### src/design/roulette_wheel_selector_unit_macros.svh
// ----------------------------------------------------------------------------
// Roulette wheel selector assertion macros
// Shared assertion forms for the selector; they expect clk and rst in scope.
// ----------------------------------------------------------------------------
`ifndef ROULETTE_WHEEL_SELECTOR_UNIT_MACROS_SVH
`define ROULETTE_WHEEL_SELECTOR_UNIT_MACROS_SVH

// The consequence must hold in the same cycle as the antecedent.
`define RWS_ASSERT_SAME(lbl, ante, cons, msg) \
  lbl: assert property (@(posedge clk) disable iff (rst) (ante) |-> (cons)) \
    else $error(msg);

// The consequence must hold in the cycle after the antecedent.
`define RWS_ASSERT_NEXT(lbl, ante, cons, msg) \
  lbl: assert property (@(posedge clk) disable iff (rst) (ante) |=> (cons)) \
    else $error(msg);

`endif

### src/design/rws_pkg.sv
// ----------------------------------------------------------------------------
// Roulette wheel selector package
// Widths, codes and the command and status bundles shared by the selector.
// ----------------------------------------------------------------------------
package rws_pkg;

  // Table size and fixed point scaling of the random fraction.
  localparam int MAX_MEMBERS   = 256;
  localparam int FRACTION_BITS = 16;

  // Field widths.
  localparam int MODE_W  = 2;
  localparam int ID_W    = 8;
  localparam int FIT_W   = 16;
  localparam int FRAC_W  = 16;
  localparam int TOT_W   = 24;
  localparam int IDX_W   = $clog2(MAX_MEMBERS);
  localparam int CNT_W   = $clog2(MAX_MEMBERS + 1);
  localparam int ENTRY_W = ID_W + TOT_W;
  localparam int PROD_W  = FRAC_W + TOT_W;

  localparam logic [TOT_W-1:0] TOTAL_MAX = {TOT_W{1'b1}};

  // Item operation codes; the fourth code is unused and ignored.
  typedef enum logic [MODE_W-1:0] {
    MODE_CLEAR  = 2'd0,
    MODE_LOAD   = 2'd1,
    MODE_SELECT = 2'd2
  } rws_mode_t;

  // Controller states.
  typedef enum logic [2:0] {
    ST_IDLE,
    ST_MUL,
    ST_PROBE,
    ST_CMP,
    ST_FETCH,
    ST_DONE
  } rws_state_t;

  // Commands from the controller to the datapath.
  typedef struct packed {
    logic clear;     // empty the table
    logic load;      // append the incoming member
    logic capture;   // latch the random fraction of a select
    logic start_mul; // form the scaled product and open the search window
    logic probe;     // issue a read at the window midpoint
    logic compare;   // narrow the window with the probed total
    logic fetch;     // latch the identifier of the chosen slot
    logic set_err;   // latch an error result
    logic out_load;  // move the result into the output register
  } rws_cmd_t;

  // Status from the datapath to the controller.
  typedef struct packed {
    logic no_wheel;    // table empty or total fitness zero
    logic search_done; // window has closed on one slot
    logic out_free;    // output register can take a word this cycle
  } rws_stat_t;

endpackage

### src/design/rws_ctrl.sv
// ----------------------------------------------------------------------------
// Roulette wheel selector controller
// Sequences clear, load and select items and the binary search probes.
// ----------------------------------------------------------------------------
module rws_ctrl (
  input  logic                        clk,
  input  logic                        rst,
  input  logic                        in_valid,
  input  logic [rws_pkg::MODE_W-1:0]  mode,
  input  rws_pkg::rws_stat_t          stat,
  output logic                        in_stall,
  output rws_pkg::rws_cmd_t           cmd
);

  import rws_pkg::*;

  rws_state_t state;
  rws_state_t state_next;

  // State register.
  always_ff @(posedge clk) begin
    if (rst) begin
      state <= ST_IDLE;
    end else begin
      state <= state_next;
    end
  end

  // Items are taken only while no select is in flight.
  assign in_stall = (state != ST_IDLE);

  // Next state and commands.
  always_comb begin
    state_next = state;
    cmd        = '0;
    unique case (state)
      ST_IDLE: begin
        if (in_valid) begin
          unique case (rws_mode_t'(mode))
            MODE_CLEAR: begin
              cmd.clear = 1'b1;
            end
            MODE_LOAD: begin
              cmd.load = 1'b1;
            end
            MODE_SELECT: begin
              if (stat.no_wheel) begin
                cmd.set_err = 1'b1;
                state_next  = ST_DONE;
              end else begin
                cmd.capture = 1'b1;
                state_next  = ST_MUL;
              end
            end
            default: begin
            end
          endcase
        end
      end
      ST_MUL: begin
        cmd.start_mul = 1'b1;
        state_next    = ST_PROBE;
      end
      ST_PROBE: begin
        cmd.probe  = 1'b1;
        state_next = stat.search_done ? ST_FETCH : ST_CMP;
      end
      ST_CMP: begin
        cmd.compare = 1'b1;
        state_next  = ST_PROBE;
      end
      ST_FETCH: begin
        cmd.fetch  = 1'b1;
        state_next = ST_DONE;
      end
      ST_DONE: begin
        if (stat.out_free) begin
          cmd.out_load = 1'b1;
          state_next   = ST_IDLE;
        end
      end
      default: begin
        state_next = ST_IDLE;
      end
    endcase
  end

endmodule

### config.mk
export PLATFORM = sky130hd
export DESIGN_NAME = rws_ctrl
export DESIGN_NICKNAME = d
export VERILOG_FILES = /design/src/design/roulette_wheel_selector_unit_macros.svh /design/src/design/rws_pkg.sv /design/src/design/rws_ctrl.sv
export SDC_FILE = /design/constraint.sdc
export NUM_CORES = 1
export LEC_CHECK = 0
export BUFFER_PORTS_ARGS = -buffer_cell sky130_fd_sc_hd__buf_2
export CAP_MARGIN = 5
export CORE_AREA = 3 3 40 42
export CTS_BUF_LIST = sky130_fd_sc_hd__clkbuf_8
export DETAILED_ROUTE_END_ITERATION = 12
export DIE_AREA = 0 0 43 45
export SLEW_MARGIN = 10
export SYNTH_ARGS = -nofsm -noshare
export SYNTH_HDL_FRONTEND = slang
export SYNTH_SLANG_ARGS = --single-unit
### constraint.sdc
create_clock -name clk -period 1.1 [get_ports clk]
set_input_delay 0 -clock clk [delete_from_list [all_inputs] [get_ports clk]]
set_output_delay 0 -clock clk [all_outputs]
set_load 0.005 [all_outputs]
==> results of run 1 <==
kinds of logic after synthesis:
| family | synth area share (%) |
|---|---|
| buffers and inverters | 12.1 |
| and+or+nand+nor | 50.2 |
| DFF | 20.8 |
| AOI/OAI and AO/OA | 16.9 |
stage by stage:
stage	cells	hold WS, ps	area, um^2	worst slack [ps]	setup TNS, ps
2_1_floorplan	34	24.2	289	146	0
3_3_place_gp	67	218	395	27.2	0
3_5_place_dp	67	228	395	4.09	0
4_1_cts	76	4.80	507	-78.3	-269
5_1_grt	77	9.57	536	-122	-580
6_report	77	0.703	536	-73.0	-218
cell usage in the layout (no fill, tap or decap), types with 2 or more instances in the layout:
cell type   n
and3_1      2
buf_2      17
buf_4       8
clkbuf_8    3
dfxtp_4     2
inv_1       2
nand2_1     3
nand3b_1    2
nor2_1      2
nor3b_2     2
worst paths after layout:
| check | end | slack, ps |
|---|---|---|
| setup / recovery | cmd[8] | -70 |
| hold / removal | state[2] | 0.7 |
| setup reg to reg | state[2] | 30 |
| hold reg to reg | state[0] | 590 |
routing by layer:
metal	share of wire [%]	up-vias
li1	-	181
met1	41	159
met2	48	17
met3	12	0
met4	0	0
met5	0	-
area by class of cell:
class / instances / area (um^2)
clock buffers: 3 / 41.3
clock inverters: 1 / 3.75
inverters: 2 / 7.51
multi-input cells: 26 / 219
well taps: 15 / 18.8
fillers: 134 / 749
flip-flops and latches: 3 / 68.8
repair buffers: 27 / 176
what timing repair did:
item	4_1_cts	5_1_grt
gates resized for setup	6	6
pin swaps	2	2
endpoints found under the setup margin	9	11
setup buffers	5	1
hold buffers	0	0
worst max-delay path, cell delays in order, from the launching register on:
cell,delay [ps]
dfxtp_4,350
nor3_4,200
inv_2,70
nor4b_2,190
buf_2,140
power by group through the flow:
stage	Combinational, W	Clock (W)	Sequential (W)
after floorplan	0.0000927	0	0.000122
after global placement	0.000127	0	0.000138
after detailed placement	0.000127	0	0.000138
after CTS	0.000166	0.000310	0.000131
final	0.000185	0.000309	0.000132
after global routing	0.000201	0.000327	0.000134
==> impl_metrics.py, run 1 <==
metrics = {
    "setup_path": {
        "worstSetupStartpoint": "state[1]",
        "crit_type": "flop to output pin",
        "cp-end-kind": "output pin",
        "crit_arrival_ps": 1170,
        "critPathLaunchType": "flop",
        "crit_path_max_fanout": 4,
        "worstPathRequired_ps": 1100,
        "r2r_start": "state[1]",
        "reg2reg_depth": 4,
    },
    "synthesis": {
        "synth_area_leaders": "dfxtp_1, buf_6, nor3_4, a311oi_2, nand3b_1",
        "synth_edf_count": 0,
        "netlist.area_leader.share_pct": 20.8,
        "ys_seq_elements": 3,
        "synthCells": 34,
        "synthArstFlopShare_pct": 0,
        "synth-warning-count": 0,
        "yosysTopAreaCell": "dfxtp_1",
        "syn_nets": 42,
        "synth_commonest_cells": "dfxtp_1, nand2_1, nor2_1",
        "syn-cell-area_um2": 289,
        "synth_cell_type_count": 23,
        "yosysSeqAreaShare_pct": 20.8,
        "ys.flop_type": "dfxtp_1",
        "syn_area_per_cell_um2": 8.50,
    },
    "floorplanning": {
        "coreArea_mm2": 0.00128,
        "die_w_um": 43,
        "initial_core_util_pct": 22.5,
        "io_pins": 18,
        "die_h_um": 45,
        "rows": 13,
        "die-area_mm2": 0.00194,
    },
    "detailed_routing": {
        "vias": 357,
        "vias_per_cell": 4.64,
        "ant_nets": 0,
        "routed_wl_um": 843,
        "dr.pass1.iters": 4,
        "route.detailed.drc": 0,
        "drt_iter0_markers": 6,
        "wl_per_cell_um": 10.9,
    },
    "timing": {
        "skew_ps": 0.794,
        "finalMaxSlewViolations": 0,
        "setup-violations-final": 5,
        "fmax_mhz": 853,
        "worst_pin_slew_ps": 234,
        "hold_viol": 0,
        "rsz0062_at_grt": "true",
        "fin_crit_ps": 1170,
        "relSlewSlack_pct": 84.4,
        "period_share_pct": 107,
        "fin_ws_ps": -73.0,
    },
    "pwr": {
        "finalPower_w": 0.000626,
        "p_sw_w": 0.000163,
        "p_int_w": 0.000463,
        "comb_power_share_pct": 29.5,
        "ir_drop_mv": 0.408,
        "power_density_mw_per_mm2": 1170,
        "clock_power_share_pct": 49.4,
        "p_seq_share_pct": 21.1,
        "p_leak_nw": 0.277,
        "swShare_pct": 26.0,
    },
    "hold_path": {
        "timing.hold.worst.class": "input port to flop",
        "min_path_cells": 2,
        "worstHoldStart": "rst",
    },
    "cts": {
        "cts_buffers": 3,
        "htree_levels": 1,
        "ctsLongestPathBuffers": 2,
        "cts_tree": "done",
        "clk_latency_ps": 210,
        "clk_pin_slew_ps": 30,
        "cts_sinks": 3,
        "cts-root-buf": "clkbuf_8",
    },
    "global_routing": {
        "grtUsageMet1_pct": 9.38,
        "grt_antenna_before_repair": 0,
        "top_usage_layer": "met2",
        "grtUsageMet2_pct": 15.0,
        "grt_pass1_wl_um": 1270,
        "use_met3_pct": 5.58,
        "grt_pass1_vias": 316,
        "grt_max_degree": 7,
        "grt-ovfl-total": 0,
        "track_usage_pct": 8.82,
    },
    "layout": {
        "reg_top3": "state x3",
        "largest_reg_flops": 3,
        "nNetsFinal": 71,
        "top_register": "state",
        "area_delta_synth_final_pct": 85.3,
        "diodes": 0,
        "drive_gt1_share_pct": 71.0,
        "utilization_pct": 41.7,
    },
    "place": {
        "port_buffers": 17,
        "hpwl_um": 554,
        "finalWeightedCongestion": 0.666,
    },
    "status": {
        "violations": "setup timing",
        "status": "finished with violations",
    },
    "flow_run": {
        "drv_cap": 0,
    },
}
(Power assumes the default switching activity.)
==> run 2, diff against run 1 <==
--- a/config.mk
+++ b/config.mk
@@ -11,6 +11,7 @@
 export CTS_BUF_LIST = sky130_fd_sc_hd__clkbuf_8
 export DETAILED_ROUTE_END_ITERATION = 12
 export DIE_AREA = 0 0 43 45
+export PLACE_DENSITY = 0.49
 export SLEW_MARGIN = 10
 export SYNTH_ARGS = -nofsm -noshare
 export SYNTH_HDL_FRONTEND = slang
==> impl_metrics.py, run 2 (same netlist as run 1, synthesis figures left out) <==
metrics = {
    "hold_path": {
        "holdPathEnd": "state[2]",
        "worstHoldStart": "stat[1]",
        "timing.hold.worst.class": "input port to flop",
        "min_path_cells": 3,
    },
    "global_routing": {
        "track_usage_pct": 10.2,
        "grt_pass1_vias": 326,
        "grt-ovfl-total": 0,
        "grt_antenna_before_repair": 0,
        "grt_max_degree": 11,
        "grt_pass1_wl_um": 1460,
    },
    "detailed_routing": {
        "ant_nets": 0,
        "routed_wl_um": 880,
        "drt_iter0_markers": 1,
        "vias": 354,
        "wl_per_cell_um": 11.4,
        "dr.pass1.iters": 2,
        "route.detailed.drc": 0,
        "vias_per_cell": 4.60,
    },
    "cts": {
        "clk_pin_slew_ps": 30,
        "cts-root-buf": "clkbuf_8",
        "cts_tree": "done",
        "clk_latency_ps": 220,
        "ctsLongestPathBuffers": 2,
        "htree_levels": 1,
        "cts_sinks": 3,
        "cts_buffers": 3,
    },
    "place": {
        "pre_cts_slack_ps": -10.1,
        "dp_cells": 66,
        "placed_cell_area_um2": 388,
        "hpwl_um": 573,
        "finalWeightedCongestion": 0.700,
        "port_buffers": 17,
    },
    "layout": {
        "layout_commonest_cell": "buf_2",
        "diodes": 0,
        "area_delta_synth_final_pct": 87.4,
        "fin_cells": 77,
        "largest_reg_flops": 3,
        "final_cell_mix": "buf_2, buf_4, buf_6",
        "fillers": 125,
        "nNetsFinal": 71,
        "fin_area_um2": 542,
        "reg_top3": "state x3",
        "top_register": "state",
        "drive_gt1_share_pct": 67.7,
    },
    "setup_path": {
        "crit_path_max_fanout": 4,
        "reg2reg_depth": 4,
        "worstPathRequired_ps": 1100,
        "r2r_start": "state[2]",
        "rrSetupSlack_ps": 30,
        "worst-path-buf-inv": 2,
        "rr_endpoint": "state[0]",
        "cp_slowest_cell": "dfxtp_2",
        "crit_type": "flop to output pin",
        "critical-path-top-delay-family": "simple AND/OR/NAND/NOR gates",
        "cp-end-kind": "output pin",
        "path_cells": "nor3_4 -> inv_2 -> nor4b_2 -> buf_2",
        "critPathLaunchType": "flop",
        "crit_arrival_ps": 1180,
        "critical-path-max-stage-delay_ps": 340,
        "worstSetupStartpoint": "state[0]",
    },
    "status": {
        "status": "finished with violations",
        "violations": "setup timing",
    },
    "floorplanning": {
        "io_pins": 18,
        "initial_core_util_pct": 22.5,
        "rows": 13,
        "coreArea_mm2": 0.00128,
        "die_w_um": 43,
        "die_h_um": 45,
        "die-area_mm2": 0.00194,
    },
    "timing": {
        "hold_viol": 0,
        "fin_ws_ps": -82.8,
        "rsz0062_at_grt": "true",
        "skew_ps": 2.20,
        "fin_crit_ps": 1180,
        "period_share_pct": 108,
        "finalMaxSlewViolations": 0,
        "worst_pin_slew_ps": 245,
        "fmax_mhz": 845,
        "relSlewSlack_pct": 83.6,
        "whs_ps": 118,
        "setup-violations-final": 4,
    },
    "pwr": {
        "comb_power_share_pct": 28.6,
        "p_seq_share_pct": 21.4,
        "ir_drop_mv": 0.394,
        "p_sw_w": 0.000167,
        "finalPower_w": 0.000627,
        "swShare_pct": 26.6,
        "p_int_w": 0.000460,
        "p_leak_nw": 0.274,
        "power_density_mw_per_mm2": 1160,
        "clock_power_share_pct": 50.0,
    },
    "flow_run": {
        "drv_cap": 0,
    },
}
-- run 2: how the worst max path moves through the flow --
stage                          end  depth (start not counted)  slack [ps]
after global routing        cmd[8]                          4        -150
after CTS                   cmd[8]                          4        -100
after floorplan           state[2]                          4         150
after global placement    state[2]                          3         -20
final                       cmd[8]                          4         -80
after detailed placement  state[2]                          3         -10
-- run 2: power groups by stage --
stage | Combinational, W | Clock, W | Sequential [W]
6_report | 0.000180 | 0.000313 | 0.000134
3_3_place_gp | 0.000123 | 0 | 0.000139
5_1_grt | 0.000197 | 0.000332 | 0.000136
3_5_place_dp | 0.000123 | 0 | 0.000138
2_1_floorplan | 0.0000927 | 0 | 0.000122
4_1_cts | 0.000147 | 0.000330 | 0.000137
-- run 2: cell type report --
class                           instances  area [um^2]  share of cell area [%]
Clock buffer                            3         41.3                    7.62
Timing Repair Buffer                   27          183                    33.7
Inverter                                2         7.51                    1.39
Tap cell                               15         18.8                    3.46
Clock inverter                          1         3.75                   0.693
Multi-Input combinational cell         26          219                    40.4
Sequential cell                         3         68.8                    12.7
-- run 2: per-layer routing --
metal / track usage (%) / share of wire (%) / vias up
li1: - / - / 176
met1: 14.7 / 46 / 162
met2: 12.6 / 45 / 16
met3: 3.19 / 8.9 / 0
met4: 7.23 / 0 / 0
met5: 0 / 0 / -
-- run 2: what timing repair did --
action | in CTS | in global routing
endpoints found under the setup margin | 10 | 10
gates resized for setup | 8 | 6
hold endpoints to repair | 2 | 0
pin swaps | 1 | 3
cloned | 0 | 0
hold buffers | 2 | 0
setup buffers | 2 | 4
-- run 2: worst register-to-register path, cell delays in order, from the launching register on --
cell	delay [ps]
dfxtp_4	360
buf_4	150
o21ai_0	230
o311ai_2	150
o31ai_1	80
-- run 2: per-stage QoR --
stage	utilization, %	setup TNS [ps]
6_report	42.2	-168
4_1_cts	38.3	-321
3_5_place_dp	30.2	-12.8
2_1_floorplan	-	0
5_1_grt	42.2	-554
3_3_place_gp	30.2	-19.5
